$ cat src/hw/rtl/jsp_pkg.sv
package jsp_pkg;

  localparam int unsigned ValW  = 48;
  localparam int unsigned CfgW  = 47;
  localparam int unsigned IdxW  = 7;
  localparam int unsigned SumW  = 49;
  localparam int unsigned PrdW  = 54;
  localparam int unsigned ExW   = 56;
  localparam int unsigned TotW  = 64;
  localparam int unsigned MagW  = 64;
  localparam int unsigned AccW  = 112;
  localparam int unsigned RndW  = 80;
  localparam int unsigned TrmW  = 63;

  localparam logic [CfgW-1:0] Mask47   = {CfgW{1'b1}};
  localparam logic [RndW-1:0] TermLim  = RndW'(1) << 61;
  localparam logic [RndW-1:0] PosLim   = (RndW'(1) << 47) - RndW'(1);
  localparam logic [RndW-1:0] NegLim   = RndW'(1) << 47;
  localparam logic [ValW-1:0] NewMax   = {1'b0, {(ValW-1){1'b1}}};
  localparam logic [ValW-1:0] NewMin   = {1'b1, {(ValW-1){1'b0}}};

  typedef enum logic [2:0] {
    CfgInvHx  = 3'd0,
    CfgInvHy  = 3'd1,
    CfgInvHz  = 3'd2,
    CfgInvDg  = 3'd3,
    CfgStepX  = 3'd4,
    CfgStepY  = 3'd5,
    CfgStepZ  = 3'd6,
    CfgEps    = 3'd7
  } cfg_idx_e;

  typedef struct packed {
    logic signed [ValW-1:0] north_z;
    logic signed [ValW-1:0] south_z;
    logic signed [ValW-1:0] north_y;
    logic signed [ValW-1:0] south_y;
    logic signed [ValW-1:0] north_x;
    logic signed [ValW-1:0] south_x;
    logic signed [ValW-1:0] center_old;
    logic [IdxW-1:0]        x_index;
    logic [IdxW-1:0]        y_index;
    logic [IdxW-1:0]        z_index;
    logic                   sweep_start;
  } in_t;

  typedef struct packed {
    logic signed [ValW-1:0] new_value;
    logic                   point_moved;
    logic                   any_moved;
    logic [CfgW-1:0]        max_error;
  } out_t;

  typedef struct packed {
    logic [CfgW-1:0] inv_hx_sq;
    logic [CfgW-1:0] inv_hy_sq;
    logic [CfgW-1:0] inv_hz_sq;
    logic [CfgW-1:0] inv_diag;
    logic [CfgW-1:0] step_x;
    logic [CfgW-1:0] step_y;
    logic [CfgW-1:0] step_z;
    logic [CfgW-1:0] epsilon;
  } cfg_t;

  typedef struct packed {
    logic signed [SumW-1:0] sx;
    logic signed [SumW-1:0] sy;
    logic signed [SumW-1:0] sz;
    logic signed [ValW-1:0] old;
    logic [ExW-1:0]         exact;
    logic                   sweep;
  } q_t;

  typedef struct packed {
    logic full;
    logic empty;
  } fifo_st_t;

  // (p + 2^31) >> 32
  function automatic logic [RndW-1:0] rnd_shift(input logic [AccW-1:0] p);
    logic [AccW:0] s;
    s = {1'b0, p} + (AccW+1)'(64'h8000_0000);
    return s[AccW-1:32];
  endfunction

endpackage

$ cat src/hw/rtl/jsp_fifo.sv
module jsp_fifo (
  input  logic               clk_i,
  input  logic               rst_ni,
  input  logic               push_i,
  input  jsp_pkg::q_t        push_data_i,
  input  logic               pop_i,
  output jsp_pkg::q_t        head_o,
  output jsp_pkg::fifo_st_t  st_o
);
  import jsp_pkg::*;

  q_t         mem_q [2];
  logic       wr_q, rd_q;
  logic [1:0] cnt_q;

  always_ff @(posedge clk_i or negedge rst_ni) begin
    if (!rst_ni) begin
      wr_q  <= 1'b0;
      rd_q  <= 1'b0;
      cnt_q <= '0;
    end else begin
      if (push_i) wr_q <= !wr_q;
      if (pop_i) rd_q <= !rd_q;
      cnt_q <= cnt_q + {1'b0, push_i} - {1'b0, pop_i};
    end
  end

  always_ff @(posedge clk_i) begin
    if (push_i) mem_q[wr_q] <= push_data_i;
  end

  assign head_o   = mem_q[rd_q];
  assign st_o.full  = (cnt_q == 2'd2);
  assign st_o.empty = (cnt_q == 2'd0);

endmodule

$ cat config.mk
export PLATFORM = sky130hd
export DESIGN_NAME = jsp_fifo
export DESIGN_NICKNAME = d
export VERILOG_FILES = /design/src/hw/rtl/jsp_pkg.sv /design/src/hw/rtl/jsp_fifo.sv
export SDC_FILE = /design/constraint.sdc
export NUM_CORES = 1
export LEC_CHECK = 0
export BUFFER_PORTS_ARGS = -buffer_cell sky130_fd_sc_hd__buf_2
export CAP_MARGIN = 40
export CORE_ASPECT_RATIO = 0.7
export CORE_UTILIZATION = 40
export CTS_CLUSTER_DIAMETER = 150
export DETAILED_ROUTE_END_ITERATION = 7
export MAX_ROUTING_LAYER = met4
export PLACE_DENSITY_LB_ADDON = 0.05
export REMOVE_ABC_BUFFERS = 1
export SYNTH_ARGS = -nofsm -noshare
export SYNTH_HDL_FRONTEND = slang
export SYNTH_SLANG_ARGS = --single-unit
export TNS_END_PERCENT = 20
$ cat constraint.sdc
create_clock -name clk_i -period 14.5 [get_ports clk_i]
set_input_delay 0 -clock clk_i [delete_from_list [all_inputs] [get_ports clk_i]]
set_output_delay 0 -clock clk_i [all_outputs]
set_load 0.02 [all_outputs]
==> reports/results.ini <==
[clocking]
cts.repair.resized = 0
clock_path_buffers = 3
cts-hold-fix-buffers = 256
htree_depth = 2
tritoncts_num_sinks = 508
clk_root_buffer_cell = sky130_fd_sc_hd__clkbuf_16
clkTransAtPathRegs_ns = 0.06
clk_latency_ns = 0.57
post_cts_setup_repair_bufs = 0
cts_tree = yes
tritoncts_buffer_count = 50

[die]
floorplan.die_area_mm2 = 0.0486
design.core.area_mm2 = 0.0467
rows = 66
io_pins = 510
fp.dieW_um = 263
floorplan.initialDensity = 0.408
die_h_um = 185

[final_layout]
n_fill_cell = 3746
fin_nets = 1866
layout.cell_area.non_filler_mm2 = 0.0266
final_layout_size_suffix_gt1_frac = 0.517
layout.area.seq_mm2 = 0.0152
synthToLayoutAreaGrowth_pct = 39.3
final_core_utilization = 0.568
multi_input_area_mm2 = 0.00357
finish.cell_count_without_fillers = 2265

[place]
detailedPlacementHpwl_um = 30100
dp_slack_ns = 10.71
numPlacedInstances = 1911
place_area_mm2 = 0.0224
gpl.final_weighted_congestion = 0.774
placement.io_buffers = 509

[worst_setup_path]
critical_path_peak_fanout = 52
crit_type = flop to output pin
cp_data_required_time_ns = 14.50
ff2ff_path_depth = 4
end_kind = output pin
arrival_ns = 4.01
crit_chain = buf_4, buf_4, buf_4, buf_16, mux2_2, buf_2
cpMostUsedCell = sky130_fd_sc_hd__buf_4
worst_path_max_delay_cell = sky130_fd_sc_hd__dfrtp_4
startpoint_type = flop
worst_path_largest_cell_delay_ns = 0.90

[sta]
timing_worst_slew_pin_value_ns = 0.760
final_period_minus_worst_setup_slack_ns = 4.01
timing_hold_violations_final = 0
maxSlewViolCount = 0
fin_setup_tns_ns = 0
finalHoldWorstSlack_ns = 0.148
rsz_0062_raised_after_global_routing = no
report.final.setup_viol = 0
slew-limit-headroom = 0.493
worst_clock_skew_ns = 0.0118
final.period_utilization = 0.277
timing.final.ws_setup_ns = 10.49
timing.fmax_mhz = 249

[global_route]
antenna_found_initial = 6
number_of_global_route_vias_before_repair = 10700
grt_max_degree = 62
grt_overflow_total = 0
global_route.usage.total = 0.183
grt_pass1_wl_um = 64700

[synth]
synth_seq_cells = 508
synthesis.area_mm2 = 0.0191
yosysUniqueCellTypes = 13
yosys_warnings = 0
number_of_instances_in_the_synthesized_netlist = 799
postSynthAreaPerCell_um2 = 23.9
synth.yosys.seq_area_share = 0.799

[drt]
routed_wirelength_um = 44300
drt-pass1-iter-count = 4
vias = 10300
route.detailed.wl_per_inst_um = 19.6
via_per_inst = 4.53
drt_first_iter_violations = 544
route.detailed.drc = 0
antenna_violating_nets_post_route = 0

[run]
drv_cap = 0

[hold_path]
hold_class = input pin to flop
hold_depth = 2

[pwr]
fin_total_pwr_mw = 5.02
power_density_mw_per_mm2 = 189
worst_ir_drop_vdd_uv = 128
p_leak_nw = 10.5

[run_status]
status = completed

[registers in the layout (all words and copies together) (netlist names)]
register / flops
wr_q: 1
rd_q: 1
cnt_q: 2
mem_q: 504
[critical path, delay by kind of cell, from the launching register on]
| family | cells | cell delay (ns) |
|---|---|---|
| multiplexers | 1 | 0.38 |
| buffers and inverters | 5 | 1.99 |
| flip-flops | 1 | 0.90 |
[layout make-up]
class,instances,area share
Sequential cell,508,0.574
Timing Repair Buffer,785,0.205
Multi-Input combinational cell,261,0.135
Clock buffer,65,0.0516
Tap cell,612,0.0288
Clock inverter,25,0.00570
Antenna cell,7,0.000660
Inverter,2,0.000283
[power breakdown]
group / switching (mW) / leakage [nW] / internal [mW] / total [mW]
combinational: 0.993 / 5.02 / 0.776 / 1.77
sequential: 0.0966 / 4.78 / 1.95 / 2.04
clock: 0.527 / 0.753 / 0.682 / 1.21
total: 1.62 / 10.5 / 3.40 / 5.02
[placed cells by master (no fill, tap or decap), types with 3 or more instances in the layout]
cell type,count
sky130_fd_sc_hd__buf_2,509
sky130_fd_sc_hd__edfxtp_1,504
sky130_fd_sc_hd__dlygate4sd3_1,256
sky130_fd_sc_hd__mux2_4,170
sky130_fd_sc_hd__mux2_2,82
sky130_fd_sc_hd__clkbuf_16,53
sky130_fd_sc_hd__clkbuf_1,12
sky130_fd_sc_hd__clkinv_2,11
sky130_fd_sc_hd__clkinv_1,11
sky130_fd_sc_hd__buf_4,11
sky130_fd_sc_hd__buf_16,8
sky130_fd_sc_hd__diode_2,7
sky130_fd_sc_hd__dfrtp_1,3
[Yosys cell counts]
master,n,share of area
sky130_fd_sc_hd__ha_1,2,0.0013
sky130_fd_sc_hd__nor2_1,1,0.00020
sky130_fd_sc_hd__edfxtp_1,504,0.79
sky130_fd_sc_hd__buf_6,20,0.012
sky130_fd_sc_hd__mux2_2,82,0.048
sky130_fd_sc_hd__nor2b_1,2,0.00066
sky130_fd_sc_hd__xor3_1,1,0.0012
sky130_fd_sc_hd__dfrtp_1,4,0.0052
sky130_fd_sc_hd__and2_1,1,0.00033
sky130_fd_sc_hd__xor2_1,2,0.00092
sky130_fd_sc_hd__buf_2,8,0.0021
sky130_fd_sc_hd__inv_1,2,0.00039
sky130_fd_sc_hd__mux2_4,170,0.13
[per-layer routing]
| layer | vias to the layer above | wire length [um] | global-route usage |
|---|---|---|---|
| met4 | 0 | 854 | 0.0522 |
| li1 | 4838 | - | - |
| met3 | 60 | 2740 | 0.0477 |
| met2 | 289 | 22600 | 0.305 |
| met5 | - | 0 | - |
| met1 | 5065 | 18100 | 0.221 |
[kinds of logic after synthesis]
logic type,Yosys count,synth area share
xor gates and xnor gates,3,0.00216
adders and majority gates,2,0.00131
buffers and inverters,30,0.0143
DFF,508,0.799
muxes,252,0.182
and+or+nand+nor,4,0.00118
[path summary, 6_finish.rpt]
| kind | startpoint | end | slack (ns) |
|---|---|---|---|
| min in group asynchronous | rst_ni | cnt_q[0] | 0.36 |
| max in group asynchronous | rst_ni | rd_q | 13.95 |
| min | push_data_i[196] | mem_q[0][196] | 0.15 |
| max | rd_q | head_o[9] | 10.49 |
| min reg2reg | wr_q | wr_q | 0.55 |
| max reg2reg | wr_q | mem_q[1][116] | 11.96 |
(Power assumes the default switching activity.)
