### config.mk
export PLATFORM = sky130hd
export DESIGN_NAME = jsp_front
export DESIGN_NICKNAME = d
export VERILOG_FILES = /design/src/hw/rtl/jsp_pkg.sv /design/src/hw/rtl/jsp_front.sv
export SDC_FILE = /design/constraint.sdc
export NUM_CORES = 2
export LEC_CHECK = 0
export ABC_AREA = 0
export BUFFER_PORTS_ARGS = -buffer_cell sky130_fd_sc_hd__buf_2
export CELL_PAD_IN_SITES_DETAIL_PLACEMENT = 2
export CELL_PAD_IN_SITES_GLOBAL_PLACEMENT = 2
export CORE_UTILIZATION = 35
export CTS_BUF_LIST = sky130_fd_sc_hd__clkbuf_4
export CTS_CLUSTER_SIZE = 30
export DETAILED_ROUTE_END_ITERATION = 8
export PLACE_DENSITY_LB_ADDON = 0.3
export SLEW_MARGIN = 20
export SYNTH_ARGS = -nofsm -noshare
export SYNTH_HDL_FRONTEND = slang
export SYNTH_SLANG_ARGS = --single-unit
### constraint.sdc
create_clock -name clk_i -period 26.8 [get_ports clk_i]
set_input_delay 2.68 -clock clk_i [delete_from_list [all_inputs] [get_ports clk_i]]
set_output_delay 2.68 -clock clk_i [all_outputs]
set_load 0.05 [all_outputs]
### src/hw/rtl/jsp_pkg.sv
package jsp_pkg;

  localparam int unsigned ValW  = 48;
  localparam int unsigned CfgW  = 47;
  localparam int unsigned IdxW  = 7;
  localparam int unsigned SumW  = 49;
  localparam int unsigned PrdW  = 54;
  localparam int unsigned ExW   = 56;
  localparam int unsigned TotW  = 64;
  localparam int unsigned MagW  = 64;
  localparam int unsigned AccW  = 112;
  localparam int unsigned RndW  = 80;
  localparam int unsigned TrmW  = 63;

  localparam logic [CfgW-1:0] Mask47   = {CfgW{1'b1}};
  localparam logic [RndW-1:0] TermLim  = RndW'(1) << 61;
  localparam logic [RndW-1:0] PosLim   = (RndW'(1) << 47) - RndW'(1);
  localparam logic [RndW-1:0] NegLim   = RndW'(1) << 47;
  localparam logic [ValW-1:0] NewMax   = {1'b0, {(ValW-1){1'b1}}};
  localparam logic [ValW-1:0] NewMin   = {1'b1, {(ValW-1){1'b0}}};

  typedef enum logic [2:0] {
    CfgInvHx  = 3'd0,
    CfgInvHy  = 3'd1,
    CfgInvHz  = 3'd2,
    CfgInvDg  = 3'd3,
    CfgStepX  = 3'd4,
    CfgStepY  = 3'd5,
    CfgStepZ  = 3'd6,
    CfgEps    = 3'd7
  } cfg_idx_e;

  typedef struct packed {
    logic signed [ValW-1:0] north_z;
    logic signed [ValW-1:0] south_z;
    logic signed [ValW-1:0] north_y;
    logic signed [ValW-1:0] south_y;
    logic signed [ValW-1:0] north_x;
    logic signed [ValW-1:0] south_x;
    logic signed [ValW-1:0] center_old;
    logic [IdxW-1:0]        x_index;
    logic [IdxW-1:0]        y_index;
    logic [IdxW-1:0]        z_index;
    logic                   sweep_start;
  } in_t;

  typedef struct packed {
    logic signed [ValW-1:0] new_value;
    logic                   point_moved;
    logic                   any_moved;
    logic [CfgW-1:0]        max_error;
  } out_t;

  typedef struct packed {
    logic [CfgW-1:0] inv_hx_sq;
    logic [CfgW-1:0] inv_hy_sq;
    logic [CfgW-1:0] inv_hz_sq;
    logic [CfgW-1:0] inv_diag;
    logic [CfgW-1:0] step_x;
    logic [CfgW-1:0] step_y;
    logic [CfgW-1:0] step_z;
    logic [CfgW-1:0] epsilon;
  } cfg_t;

  typedef struct packed {
    logic signed [SumW-1:0] sx;
    logic signed [SumW-1:0] sy;
    logic signed [SumW-1:0] sz;
    logic signed [ValW-1:0] old;
    logic [ExW-1:0]         exact;
    logic                   sweep;
  } q_t;

  typedef struct packed {
    logic full;
    logic empty;
  } fifo_st_t;

  // (p + 2^31) >> 32
  function automatic logic [RndW-1:0] rnd_shift(input logic [AccW-1:0] p);
    logic [AccW:0] s;
    s = {1'b0, p} + (AccW+1)'(64'h8000_0000);
    return s[AccW-1:32];
  endfunction

endpackage

### src/hw/rtl/jsp_front.sv
module jsp_front #(
  parameter int GRID_N = 64
) (
  input  logic               clk_i,
  input  logic               rst_ni,
  input  logic               in_valid_i,
  output logic               in_stall_o,
  input  jsp_pkg::in_t       in_data_i,
  input  jsp_pkg::cfg_t      cfg_i,
  input  jsp_pkg::fifo_st_t  fifo_st_i,
  output logic               push_o,
  output jsp_pkg::q_t        push_data_o
);
  import jsp_pkg::*;

  localparam int IdxLim = (GRID_N + 1 > 127) ? 127 : GRID_N + 1;

  logic                   f_valid_q, f_valid_d;
  logic                   accept;
  logic signed [SumW-1:0] sx_q, sy_q, sz_q;
  logic signed [ValW-1:0] old_q;
  logic [PrdW-1:0]        px_q, py_q, pz_q;
  logic                   sweep_q;
  logic [IdxW-1:0]        xi, yi, zi;

  function automatic logic [IdxW-1:0] clamp(input logic [IdxW-1:0] i);
    logic [IdxW-1:0] r;
    r = i;
    if (int'(i) > IdxLim) r = IdxW'(IdxLim);
    return r;
  endfunction

  assign xi = clamp(in_data_i.x_index);
  assign yi = clamp(in_data_i.y_index);
  assign zi = clamp(in_data_i.z_index);

  assign push_o     = f_valid_q && !fifo_st_i.full;
  assign in_stall_o = f_valid_q && fifo_st_i.full;
  assign accept     = in_valid_i && !in_stall_o;

  always_comb begin
    f_valid_d = f_valid_q;
    if (accept) f_valid_d = 1'b1;
    else if (push_o) f_valid_d = 1'b0;
  end

  always_ff @(posedge clk_i or negedge rst_ni) begin
    if (!rst_ni) begin
      f_valid_q <= 1'b0;
    end else begin
      f_valid_q <= f_valid_d;
    end
  end

  always_ff @(posedge clk_i) begin
    if (accept) begin
      sx_q    <= SumW'(in_data_i.north_x) + SumW'(in_data_i.south_x);
      sy_q    <= SumW'(in_data_i.north_y) + SumW'(in_data_i.south_y);
      sz_q    <= SumW'(in_data_i.north_z) + SumW'(in_data_i.south_z);
      old_q   <= in_data_i.center_old;
      px_q    <= PrdW'(xi) * PrdW'(cfg_i.step_x);
      py_q    <= PrdW'(yi) * PrdW'(cfg_i.step_y);
      pz_q    <= PrdW'(zi) * PrdW'(cfg_i.step_z);
      sweep_q <= in_data_i.sweep_start;
    end
  end

  always_comb begin
    push_data_o.sx    = sx_q;
    push_data_o.sy    = sy_q;
    push_data_o.sz    = sz_q;
    push_data_o.old   = old_q;
    push_data_o.exact = ExW'(px_q) + ExW'(py_q) + ExW'(pz_q);
    push_data_o.sweep = sweep_q;
  end

endmodule

==> impl_results.md <==
- Drt first pass iters: 5
- # nets final: 8046
- Pwr/cell area: 129.4 nW/um^2
- Critical Setup Path Class: input pin to flip-flop
- Syn. warnings: 0
- Clock group share of total power: 7.1%
- CP max FO: 53
- Largest family of logic cells by synthesized area: adder cells
- Synth Area in XOR/XNOR: 5.449%
- H-Tree Depth: 3
- Worst Path Required: 27.47 ns
- First-pass GRT wire length: 298300 um
- Post-synthesis compound-gate area fraction: 12.75%
- CTS buffer count: roughly 110
- CTS tree: yes
- Post-synthesis adder-cell area fraction: 37.64%
- Global placement routability congestion: slightly above 0.9
- Starting Density: approximately 35%
- Pleak: 28.75 nW
- Max Fclk: about 110 MHz
- Tcrit/Tclk final: 34.46%
- Most used cell, CP: fa_1
- CTS Buffer Depth: 3
- Min Clock Period, post-route: 9.236 ns
- Initial antenna violation count: 55
- Maximum vdd drop: 0.3272 mV
- Aggregate global-route resource usage: between 20% and 30%
- Clk root buf: clkbuf_4
- Drt wl/cell: 23.46 um
- Setup violations, final: 0
- Slowest stage delay, CP: 0.79 ns
- R2R Path Start: f_valid_q$_DFFE_PN0P_
- Vias in the first global route: 49.36k
- Most frequent cells in the layout: and2_1, buf_2, fa_1
- Fin. max-slew vios: 0
- Die area: approximately 150000 um^2
- Final Hold Vio Count: 0
- Die Y: 389.5 um
- Worst-Margin Slew: between 1 and 1.5 ns
- Reg area: 10780 um^2
- Post-Route Setup TNS: 0 ns
- Row cnt: 141
- Crit path depth: 22
- Area grow syn2layout: 13.83%
- Post-synthesis async set-or-reset flop share: less than 1%
- Pre-CTS setup slack: 16.60 ns
- Clk slew on worst S/H paths: 0.08 ns
- Routed vias: 43.22k
- Initial DRC Count: 1669
- Clock skew: 0.1027 ns
- Ports: 993
- Slew HR: 28.97%
- Yosys cell types: 72
- Seq/Total Area, Yosys: 20.50%
- Cell area after synthesis: about 53000 um^2
- Slowest cell on crit path: buf_2
- CP Capture Point: pz_q[47]$_DFFE_PP_
- Total grt overflow: 0
- Sequential Power Share: 12.8%
- Combinational power share: 80.1%
- Max_cap viols: 0
- #FFs+latches synth: 359
- CTS sink cnt: 359
- Routed wire length: 194100 um
- Core area: 148400 um^2
- Chip Width: 389.5 um
- Number of vias per cell: 5.225
- Worst path arrival time: 9.90 ns
- Post-Synthesis Cells: 5467
- Setup crit end kind: flip-flop
- Pint: 2.884 mW
- Commonest non-fill, non-tap cell in the layout: and2_1
- Top FF cell, synth: edfxtp_1
- HPWL after DPL: 162700 um
- Post-synth EDFFs: 358
- Final WS setup: between 15 and 20 ns
- Worst-Skew Late Latency: 1.02 ns
- Final antenna-violating net count: 0
- RSZ-0062 raised after global routing: no
- P_sw: 4.855 mW
- Simple logic cell fraction of the synthesized area: 17.59%
- WP buf/inv: 4
- CP top delay family: compound AO/OA/AOI/OAI gates
- Crit-path cells: buf_2 -> nor2b_2 -> buf_4 -> and2_1 -> fa_1 -> inv_1 -> fa_1 -> inv_1 -> fa_1 -> fa_1 -> ha_1 -> a21oi_1 -> o22ai_1 -> a21o_1 -> a21oi_1 -> o21ai_1 -> a211oi_1 -> o21ai_0 -> a221oi_1 -> nor2_1 -> nor2_1 -> xnor2_1
- Net Sw Frac: between 60% and 70%
- Post-synthesis mux area share: 0%
- Worst R2R End: sz_q[31]$_DFFE_PP_
- Hold Buf Count CTS: 0
- Area of the multi-input gates: roughly 39000 um^2
- R2r setup slk: 23.04 ns
- Worst Hold Class: flip-flop to flip-flop
- Syn Area/Cell: 9.613 um^2
- Largest net degree at the start of global routing: 159
- Layout cells sized above 1: between 10% and 20%
- Setup crit start kind: input pin
- Status: finished clean
- Drt drc: 0
- Cts repair resizes: 0
- Post-CTS setup buffers: 0
- Fill count: 16.32k
- R2R depth: 5
- CP startpoint: in_data_i[7]
- PortBufs: 756
- Syn nets: 7349
how the worst min path moves through the flow:
stage	start	to	slack [ns]	depth (start not counted)
2_1_floorplan	f_valid_q$_DFFE_PN0P_	f_valid_q$_DFFE_PN0P_	0.98	2
3_3_place_gp	f_valid_q$_DFFE_PN0P_	f_valid_q$_DFFE_PN0P_	0.68	2
3_5_place_dp	f_valid_q$_DFFE_PN0P_	f_valid_q$_DFFE_PN0P_	0.70	2
4_1_cts	f_valid_q$_DFFE_PN0P_	f_valid_q$_DFFE_PN0P_	0.71	2
5_1_grt	f_valid_q$_DFFE_PN0P_	f_valid_q$_DFFE_PN0P_	0.76	2
6_report	f_valid_q$_DFFE_PN0P_	f_valid_q$_DFFE_PN0P_	0.71	2
synthesized netlist by cell type (11+ instances only):
cell type  number  area share (%)
a211oi_1       24            0.34
nor2b_1        67            0.80
fa_1          730              28
o21bai_1       60            0.86
nand2_1       448             3.2
clkbuf_1      189             1.3
a211o_1        11            0.18
nand2b_1       36            0.43
xnor2_1       197             3.3
a21o_1        187             2.7
o31a_1         14            0.23
o21ai_0       181             1.7
nor2_1        159             1.1
a31oi_1        35            0.42
edfxtp_1      358              20
o211ai_1       12            0.17
nand3_1        63            0.60
inv_1         656             4.7
o31ai_1        28            0.40
xor2_1        130             2.2
nor3_1         37            0.35
and3_1         35            0.42
and2_1        776             9.2
nand4_1        67            0.80
ha_1          413             9.8
o21a_1         42            0.60
a221oi_1       12            0.20
a21oi_1       351             3.3
registers in the layout, indices dropped and copies added (netlist names):
signal / cells
px_q: 54
sx_q: 49
sweep_q: 1
pz_q: 54
f_valid_q: 1
sy_q: 49
old_q: 48
sz_q: 49
py_q: 54
layer usage:
layer	part of all wire, %	up-vias	GRT usage, %	wire, um
met1	39	22180	29.36	75540
met2	50	1024	44.89	96850
met5	0.12	-	0	224
met3	4.9	364	4.159	9458
li1	-	19620	-	-
met4	6.2	34	14.72	12030
logic make-up (layout without fill, tap and decap cells):
logic type               count (synthesis)  after routing
AO/OA/AOI/OAI                         1055           1055
buffers and inverters                  849           1628
AND/OR/NAND/NOR                       1734           1734
adder cells (fa/ha/maj)               1143           1143
other                                    0             25
XOR/XNOR                               327            327
flip-flops                             359            359
worst register-to-register path, stage by stage (launching register included):
cell and delay [ns]:
dfrtp_1 0.38, and2_1 0.18, nor2b_4 0.11, buf_4 0.73, buf_4 0.93, buf_4 0.95
per-stage QoR:
step | hold WS [ns] | area (um^2) | utilization, % | power (mW) | cells
global route | 0.7628 | 59790 | 40.30 | 8.253 | 8261
floorplan | 0.9797 | 52560 | - | 5.073 | 5467
finish | 0.7099 | 59820 | 40.32 | 7.739 | 8273
detailed placement | 0.6982 | 58360 | 39.34 | 7.222 | 8055
global placement | 0.6755 | 58360 | 39.34 | 7.050 | 8055
CTS | 0.7149 | 59710 | 40.25 | 7.824 | 8246
layout make-up:
class / count / area share [%]
sequential: 359 / 18.01
tap: 2002 / 4.187
timing repair buffer: 780 / 6.701
multi-input combinational: 4259 / 64.62
antenna: 25 / 0.1046
clock inverter: 42 / 0.3869
inverter: 657 / 4.122
clock buffer: 149 / 1.870
power groups by stage:
stage               sequential (mW)  combinational, mW  clock [mW]
finish                        0.991               6.20       0.552
global route                   1.00               6.65       0.595
CTS                           0.996               6.25       0.574
detailed placement             1.01               6.22           0
global placement              0.998               6.05           0
floorplan                      1.05               4.02           0
Note: power is estimated with default switching activity, not from simulation.
