## src/hw/rtl/jsp_pkg.sv

```systemverilog
package jsp_pkg;

  localparam int unsigned ValW  = 48;
  localparam int unsigned CfgW  = 47;
  localparam int unsigned IdxW  = 7;
  localparam int unsigned SumW  = 49;
  localparam int unsigned PrdW  = 54;
  localparam int unsigned ExW   = 56;
  localparam int unsigned TotW  = 64;
  localparam int unsigned MagW  = 64;
  localparam int unsigned AccW  = 112;
  localparam int unsigned RndW  = 80;
  localparam int unsigned TrmW  = 63;

  localparam logic [CfgW-1:0] Mask47   = {CfgW{1'b1}};
  localparam logic [RndW-1:0] TermLim  = RndW'(1) << 61;
  localparam logic [RndW-1:0] PosLim   = (RndW'(1) << 47) - RndW'(1);
  localparam logic [RndW-1:0] NegLim   = RndW'(1) << 47;
  localparam logic [ValW-1:0] NewMax   = {1'b0, {(ValW-1){1'b1}}};
  localparam logic [ValW-1:0] NewMin   = {1'b1, {(ValW-1){1'b0}}};

  typedef enum logic [2:0] {
    CfgInvHx  = 3'd0,
    CfgInvHy  = 3'd1,
    CfgInvHz  = 3'd2,
    CfgInvDg  = 3'd3,
    CfgStepX  = 3'd4,
    CfgStepY  = 3'd5,
    CfgStepZ  = 3'd6,
    CfgEps    = 3'd7
  } cfg_idx_e;

  typedef struct packed {
    logic signed [ValW-1:0] north_z;
    logic signed [ValW-1:0] south_z;
    logic signed [ValW-1:0] north_y;
    logic signed [ValW-1:0] south_y;
    logic signed [ValW-1:0] north_x;
    logic signed [ValW-1:0] south_x;
    logic signed [ValW-1:0] center_old;
    logic [IdxW-1:0]        x_index;
    logic [IdxW-1:0]        y_index;
    logic [IdxW-1:0]        z_index;
    logic                   sweep_start;
  } in_t;

  typedef struct packed {
    logic signed [ValW-1:0] new_value;
    logic                   point_moved;
    logic                   any_moved;
    logic [CfgW-1:0]        max_error;
  } out_t;

  typedef struct packed {
    logic [CfgW-1:0] inv_hx_sq;
    logic [CfgW-1:0] inv_hy_sq;
    logic [CfgW-1:0] inv_hz_sq;
    logic [CfgW-1:0] inv_diag;
    logic [CfgW-1:0] step_x;
    logic [CfgW-1:0] step_y;
    logic [CfgW-1:0] step_z;
    logic [CfgW-1:0] epsilon;
  } cfg_t;

  typedef struct packed {
    logic signed [SumW-1:0] sx;
    logic signed [SumW-1:0] sy;
    logic signed [SumW-1:0] sz;
    logic signed [ValW-1:0] old;
    logic [ExW-1:0]         exact;
    logic                   sweep;
  } q_t;

  typedef struct packed {
    logic full;
    logic empty;
  } fifo_st_t;

  // (p + 2^31) >> 32
  function automatic logic [RndW-1:0] rnd_shift(input logic [AccW-1:0] p);
    logic [AccW:0] s;
    s = {1'b0, p} + (AccW+1)'(64'h8000_0000);
    return s[AccW-1:32];
  endfunction

endpackage

```

## src/hw/rtl/jsp_mul.sv

```systemverilog
module jsp_mul (
  input  logic                       clk_i,
  input  logic                       rst_ni,
  input  logic                       start_i,
  input  logic [jsp_pkg::MagW-1:0]   a_i,
  input  logic [jsp_pkg::CfgW-1:0]   b_i,
  output logic                       done_o,
  output logic [jsp_pkg::AccW-1:0]   prod_o
);
  import jsp_pkg::*;

  logic [MagW-1:0] a_q;
  logic [CfgW-1:0] b_q;
  logic [AccW-1:0] acc_q;
  logic [1:0]      cnt_q;
  logic            run_q;
  logic            done_q;
  logic [62:0]     pp;

  // 16-bit digit of a per cycle, LSB first, accumulator shifts right
  assign pp = 63'(a_q[15:0]) * 63'(b_q);

  always_ff @(posedge clk_i or negedge rst_ni) begin
    if (!rst_ni) begin
      run_q  <= 1'b0;
      done_q <= 1'b0;
      cnt_q  <= '0;
    end else begin
      done_q <= run_q && (cnt_q == 2'd3);
      if (start_i) begin
        run_q <= 1'b1;
        cnt_q <= '0;
      end else if (run_q) begin
        cnt_q <= cnt_q + 2'd1;
        if (cnt_q == 2'd3) run_q <= 1'b0;
      end
    end
  end

  always_ff @(posedge clk_i) begin
    if (start_i) begin
      a_q   <= a_i;
      b_q   <= b_i;
      acc_q <= '0;
    end else if (run_q) begin
      a_q   <= a_q >> 16;
      acc_q <= (acc_q >> 16) + {1'b0, pp, 48'b0};
    end
  end

  assign done_o = done_q;
  assign prod_o = acc_q;

endmodule

```

## src/hw/rtl/jsp_back.sv

```systemverilog
module jsp_back (
  input  logic               clk_i,
  input  logic               rst_ni,
  input  jsp_pkg::cfg_t      cfg_i,
  input  jsp_pkg::fifo_st_t  fifo_st_i,
  input  jsp_pkg::q_t        head_i,
  output logic               pop_o,
  output logic               out_valid_o,
  input  logic               out_stall_i,
  output jsp_pkg::out_t      out_data_o
);
  import jsp_pkg::*;

  typedef enum logic [7:0] {
    StIdle = 8'b0000_0001,
    StMx   = 8'b0000_0010,
    StMy   = 8'b0000_0100,
    StMz   = 8'b0000_1000,
    StSum  = 8'b0001_0000,
    StDiag = 8'b0010_0000,
    StMd   = 8'b0100_0000,
    StFin  = 8'b1000_0000
  } st_e;

  st_e                    st_q, st_d;
  q_t                     ent_q;
  logic signed [TrmW-1:0] tx_q, ty_q, tz_q, term;
  logic signed [TotW-1:0] tot_q;
  logic signed [ValW-1:0] nv_q, nv_d;
  logic                   out_valid_q;
  out_t                   out_q;
  logic                   flag_q;
  logic [CfgW-1:0]        max_q;

  logic                   m_start, m_done;
  logic [MagW-1:0]        m_a;
  logic [CfgW-1:0]        m_b;
  logic [AccW-1:0]        m_prod;
  logic signed [SumW-1:0] op_s;
  logic                   op_neg, t_neg;
  logic [RndW-1:0]        rnd;
  logic [61:0]            tmag;
  logic                   fin_go;

  logic signed [SumW-1:0]   dchg;
  logic [SumW-1:0]          chg;
  logic                     moved;
  logic signed [ExW:0]      derr;
  logic [ExW:0]             emag;
  logic [CfgW-1:0]          err, max_base, max_d;
  logic                     flag_base;

  jsp_mul u_mul (
    .clk_i   (clk_i),
    .rst_ni  (rst_ni),
    .start_i (m_start),
    .a_i     (m_a),
    .b_i     (m_b),
    .done_o  (m_done),
    .prod_o  (m_prod)
  );

  assign pop_o  = (st_q == StIdle) && !fifo_st_i.empty;
  assign fin_go = (st_q == StFin) && (!out_valid_q || !out_stall_i);

  always_comb begin
    op_s = head_i.sx;
    m_b  = cfg_i.inv_hx_sq;
    case (st_q)
      StMx: begin
        op_s = ent_q.sy;
        m_b  = cfg_i.inv_hy_sq;
      end
      StMy: begin
        op_s = ent_q.sz;
        m_b  = cfg_i.inv_hz_sq;
      end
      StDiag: m_b = cfg_i.inv_diag;
      default: ;
    endcase
    op_neg = op_s[SumW-1];
    m_a    = MagW'($unsigned(op_neg ? -op_s : op_s));
    if (st_q == StDiag) begin
      m_a = tot_q[TotW-1] ? MagW'(-tot_q) : MagW'(tot_q);
    end
    m_start = pop_o || st_q == StDiag ||
              (m_done && (st_q == StMx || st_q == StMy));
  end

  always_comb begin
    rnd = rnd_shift(m_prod);
    tmag = (rnd > TermLim) ? TermLim[61:0] : rnd[61:0];
    case (st_q)
      StMy:    t_neg = ent_q.sy[SumW-1];
      StMz:    t_neg = ent_q.sz[SumW-1];
      default: t_neg = ent_q.sx[SumW-1];
    endcase
    term = t_neg ? -$signed({1'b0, tmag}) : $signed({1'b0, tmag});
    if (tot_q[TotW-1]) begin
      nv_d = (rnd > NegLim) ? NewMin : -$signed(ValW'(rnd));
    end else begin
      nv_d = (rnd > PosLim) ? NewMax : $signed(ValW'(rnd));
    end
  end

  always_comb begin
    st_d = st_q;
    case (st_q)
      StIdle: if (pop_o) st_d = StMx;
      StMx:   if (m_done) st_d = StMy;
      StMy:   if (m_done) st_d = StMz;
      StMz:   if (m_done) st_d = StSum;
      StSum:  st_d = StDiag;
      StDiag: st_d = StMd;
      StMd:   if (m_done) st_d = StFin;
      StFin:  if (fin_go) st_d = StIdle;
      default: st_d = StIdle;
    endcase
  end

  always_comb begin
    dchg      = SumW'(nv_q) - SumW'(ent_q.old);
    chg       = dchg[SumW-1] ? SumW'(-dchg) : SumW'(dchg);
    moved     = chg > SumW'(cfg_i.epsilon);
    derr      = $signed((ExW+1)'(nv_q)) - $signed({1'b0, ent_q.exact});
    emag      = derr[ExW] ? (ExW+1)'(-derr) : (ExW+1)'(derr);
    err       = (emag > (ExW+1)'(Mask47)) ? Mask47 : emag[CfgW-1:0];
    flag_base = ent_q.sweep ? 1'b0 : flag_q;
    max_base  = ent_q.sweep ? '0 : max_q;
    max_d     = max_base;
    if (!moved && err > max_base) max_d = err;
  end

  always_ff @(posedge clk_i or negedge rst_ni) begin
    if (!rst_ni) begin
      st_q        <= StIdle;
      out_valid_q <= 1'b0;
      flag_q      <= 1'b0;
      max_q       <= '0;
    end else begin
      st_q <= st_d;
      if (fin_go) begin
        out_valid_q <= 1'b1;
        flag_q      <= flag_base | moved;
        max_q       <= max_d;
      end else if (!out_stall_i) begin
        out_valid_q <= 1'b0;
      end
    end
  end

  always_ff @(posedge clk_i) begin
    if (pop_o) ent_q <= head_i;
    if (st_q == StMx && m_done) tx_q <= term;
    if (st_q == StMy && m_done) ty_q <= term;
    if (st_q == StMz && m_done) tz_q <= term;
    if (st_q == StSum) begin
      tot_q <= TotW'(tx_q) + TotW'(ty_q) + TotW'(tz_q) +
               $signed({{(TotW-ExW){1'b0}}, ent_q.exact});
    end
    if (st_q == StMd && m_done) nv_q <= nv_d;
    if (fin_go) begin
      out_q.new_value   <= nv_q;
      out_q.point_moved <= moved;
      out_q.any_moved   <= flag_base | moved;
      out_q.max_error   <= max_d;
    end
  end

  assign out_valid_o = out_valid_q;
  assign out_data_o  = out_q;

endmodule

```

## config.mk

```make
export PLATFORM = sky130hd
export DESIGN_NAME = jsp_back
export DESIGN_NICKNAME = d
export VERILOG_FILES = /design/src/hw/rtl/jsp_pkg.sv /design/src/hw/rtl/jsp_mul.sv /design/src/hw/rtl/jsp_back.sv
export SDC_FILE = /design/constraint.sdc
export NUM_CORES = 2
export LEC_CHECK = 0
export BUFFER_PORTS_ARGS = -buffer_cell sky130_fd_sc_hd__buf_2
export CORE_ASPECT_RATIO = 1.5
export CORE_UTILIZATION = 45
export CTS_CLUSTER_SIZE = 12
export DETAILED_ROUTE_END_ITERATION = 10
export GPL_TIMING_DRIVEN = 0
export PLACE_DENSITY_LB_ADDON = 0.1
export SYNTH_ARGS = -nofsm -noshare
export SYNTH_HDL_FRONTEND = slang
export SYNTH_SLANG_ARGS = --single-unit
```

## constraint.sdc

```tcl
create_clock -name clk_i -period 16.86 [get_ports clk_i]
set_input_delay 0.843 -clock clk_i [delete_from_list [all_inputs] [get_ports clk_i]]
set_output_delay 0.843 -clock clk_i [all_outputs]
set_load 0.005 [all_outputs]
```

==> metrics.md <==
| Metric | Value |
|---|---|
| Starting DRT DRC Count | 5971 |
| P&R area growth vs syn | 11.4% |
| Max-cap check violation count | 4 |
| Port-buffer cells | 589 |
| Critical-path top delay cell | clkbuf_1 |
| Max Freq | 77.7 MHz |
| Register area | 24600 sq um |
| CP Launch Type | register |
| Final Routed Wirelength | 337 mm |
| Slowest stage delay, CP | 1170 ps |
| Largest net degree at the start of global routing | 65 |
| Post-DRT Antenna Nets | 0 |
| TritonCTS clock tree | yes |
| Post-CTS setup buffer count | 0 |
| Reg2reg start | u_mul.a_q[12] |
| Most numerous cell in the Yosys netlist | nand2_1 |
| Synth area leaders | edfxtp_1 (25%), fa_1 (18%), ha_1 (6.8%) |
| Initial antenna violation count | 34 |
| Vias in the first global route | 74900 |
| WP data arrival | 13440 ps |
| Die Span Y | 532 um |
| Worst reg2reg path depth | 32 |
| Worst-Margin Slew | 1580 ps |
| RSZ-0062 raised after global routing | no |
| FP Rows | 194 |
| Placed cells | 12300 |
| WL per Instance | 27.0 um |
| H-tree depth | 3 |
| Failing checks | DRC, capacitance limit, slew limit |
| Area leader, netlist | edfxtp_1 |
| Post-synthesis register bit count | 855 |
| Global-route wire length before repair | 490 mm |
| Post-synth ARST share | 7.13% |
| Worst endpoint required time | 17440 ps |
| Crit share post-route | 76.3% |
| Final instance area | 93800 sq um |
| Final std cells w/o fill | 12500 |
| Area of the multi-input gates | 54600 sq um |
| Worst hold path depth | 1 |
| Number of synthesized flops with an enable pin | 713 |
| Layout Skew | 44.6 ps |
| I/O Pins | 732 |
| Mapped Area | 84200 sq um |
| Die X | 355 um |
| Area fraction of the dominant cell type after synthesis | 25.4% |
| CP endpoint kind | register |
| Main synth FF type | edfxtp_1 |
| Root Driver | clkbuf_16 |
| Vias/cell | 5.94 |
| Setup-failing EPs final | 0 |
| CP dominant cell by count | fa_1 |
| DR vias | 74000 |
| Hold endpoint | ent_q[161] |
| Clock buffer count from CTS | 93 |
| Slew Limit Headroom | -5.24% |
| Sequential fraction of the synthesis area | 29.2% |
| Drt pass-1 iters | 9 |
| Critical path launch point | u_mul.a_q[12] |
| Core region area | 186000 sq um |
| GPL Wtd Cong | 1.02 |
| Crit path kind | register to register |
| Initial Util | 45.2% |
| Die area | 189000 sq um |
| Latest clock arrival within the worst-skew pair | 760 ps |
| Overall routing resource usage | 35.3% |
| Max-slew violations | 26 |
| Clk slew on worst S/H paths | 60 ps |
| GRT Residual Overflow | 0 |
| Fin crit period | 12870 ps |
| R2R Setup Slk | 3990 ps |
| Nets | 11800 |
| Hpwl dp | 278 mm |
| Number of clock sinks | 855 |
| Commonest cells post-synth | nand2_1 (1154), inv_1 (876), fa_1 (750) |
| Fin util | 50.4% |
| Hold Path Origin | head_i[161] |
| YS warnings | 0 |
| CP Max Fanout | 10 |
| Final hold vios | 0 |
| Placement Cell Area | 90600 sq um |
| Distinct cells, synth | 93 |
| Outcome | finished with violations |
| Worst r2r dst | u_mul.prod_o[98] |
| Hold crit path type | primary input to register |
| Post-Synthesis Cells | 9227 |
| Remaining DRCs | 152 |
| Max Root-Sink Buffers | 3 |
| Layout cells sized above 1 | 8.79% |
| Syn Area/Cell | 9.13 sq um |
| Synth Net Count | 11100 |
| Fillers | 17800 |
| Min Hold Slack | 277 ps |
## routing by layer
metal  routed length [um]  track usage (%)  part of all wire (%)
met1               121000             39.2                    36
met2               166000             61.3                    49
met3                18900             4.39                   5.6
met4                30700             27.0                   9.1
met5                  114                0                 0.034
## registers in the layout, indices dropped and copies added (netlist names)
| name | flops |
|---|---|
| ent_q | 204 |
| flag_q | 1 |
| max_q | 47 |
| nv_q | 48 |
| out_data_o | 97 |
| out_valid_o | 1 |
| st_q | 8 |
| tot_q | 64 |
| tx_q | 63 |
| ty_q | 63 |
| tz_q | 63 |
| u_mul.a_q | 64 |
| u_mul.b_q | 47 |
| u_mul.cnt_q | 2 |
| u_mul.done_o | 1 |
| u_mul.prod_o | 81 |
| u_mul.run_q | 1 |
## kinds of logic (layout without fill, tap and decap cells)
family / Yosys count / count (layout) / synth area share (%)
AOI/OAI and AO/OA: 2124 / 2124 / 16.2
xor gates and xnor gates: 549 / 549 / 5.71
adders and majority gates: 1210 / 1210 / 24.7
buffers and inverters: 1365 / 2133 / 6.11
DFF: 855 / 855 / 29.2
muxes: 69 / 69 / 0.830
other: 0 / 16 / 0
and+or+nand+nor: 3055 / 3055 / 17.3
## critical path, delay by kind of cell, from the launching register on
| family | cells | cell delay, ps |
|---|---|---|
| flops | 1 | 420 |
| buf+inv | 5 | 2500 |
| compound gates | 13 | 4030 |
| xor+xnor | 1 | 290 |
| fa+ha+maj | 8 | 3790 |
| simple gates | 5 | 1680 |
## layout by cell type, fill, tap and decap left out, drive strengths merged, types with 72 or more instances in the layout
cell / Yosys / layout
a21oi: 560 / 560
a21o: 211 / 211
a31oi: 96 / 96
xnor2: 344 / 344
and3: 77 / 77
nor3: 168 / 168
o31ai: 72 / 72
nand4: 149 / 149
ha: 460 / 460
inv: 876 / 882
nand2: 1154 / 1154
clkbuf: 437 / 565
a22oi: 92 / 92
edfxtp: 713 / 713
and2: 271 / 271
dfxtp: 81 / 81
nand3: 177 / 177
nor2: 625 / 625
fa: 750 / 750
o21ai: 510 / 510
xor2: 205 / 205
buf: 52 / 656
## stage by stage
stage / worst slack (ps) / setup TNS, ps
global route: 3530 / 0
CTS: 4010 / 0
finish: 3990 / 0
global placement: -4500 / -656200
detailed placement: 4040 / 0
floorplan: 2920 / 0
## worst max path at each step
stage | endpoint | slack, ps | cells past startpoint
after floorplan | u_mul.b_q[0] | 2920 | 12
after global placement | u_mul.b_q[12] | -4500 | 12
after detailed placement | u_mul.prod_o[103] | 4040 | 35
after CTS | u_mul.prod_o[103] | 4010 | 35
after global routing | u_mul.prod_o[96] | 3530 | 32
final | u_mul.prod_o[98] | 3990 | 32
## area by class of cell
class	instances	area share [%]
antenna	16	0.0427
buffer	489	1.99
clock buffer	128	2.74
clock inverter	35	0.584
inverter	876	3.51
multi-input combinational	7007	58.2
sequential	855	26.2
tap	2450	3.27
timing repair buffer	605	3.53
## what timing repair did
item	in CTS	in global routing
hold buffers	1	0
hold endpoints to repair	18	0
resized for setup	0	0
Power is left out: the tool's default activity adds up to more than one toggle a clock period on the data nets, which glitch-free logic cannot reach.
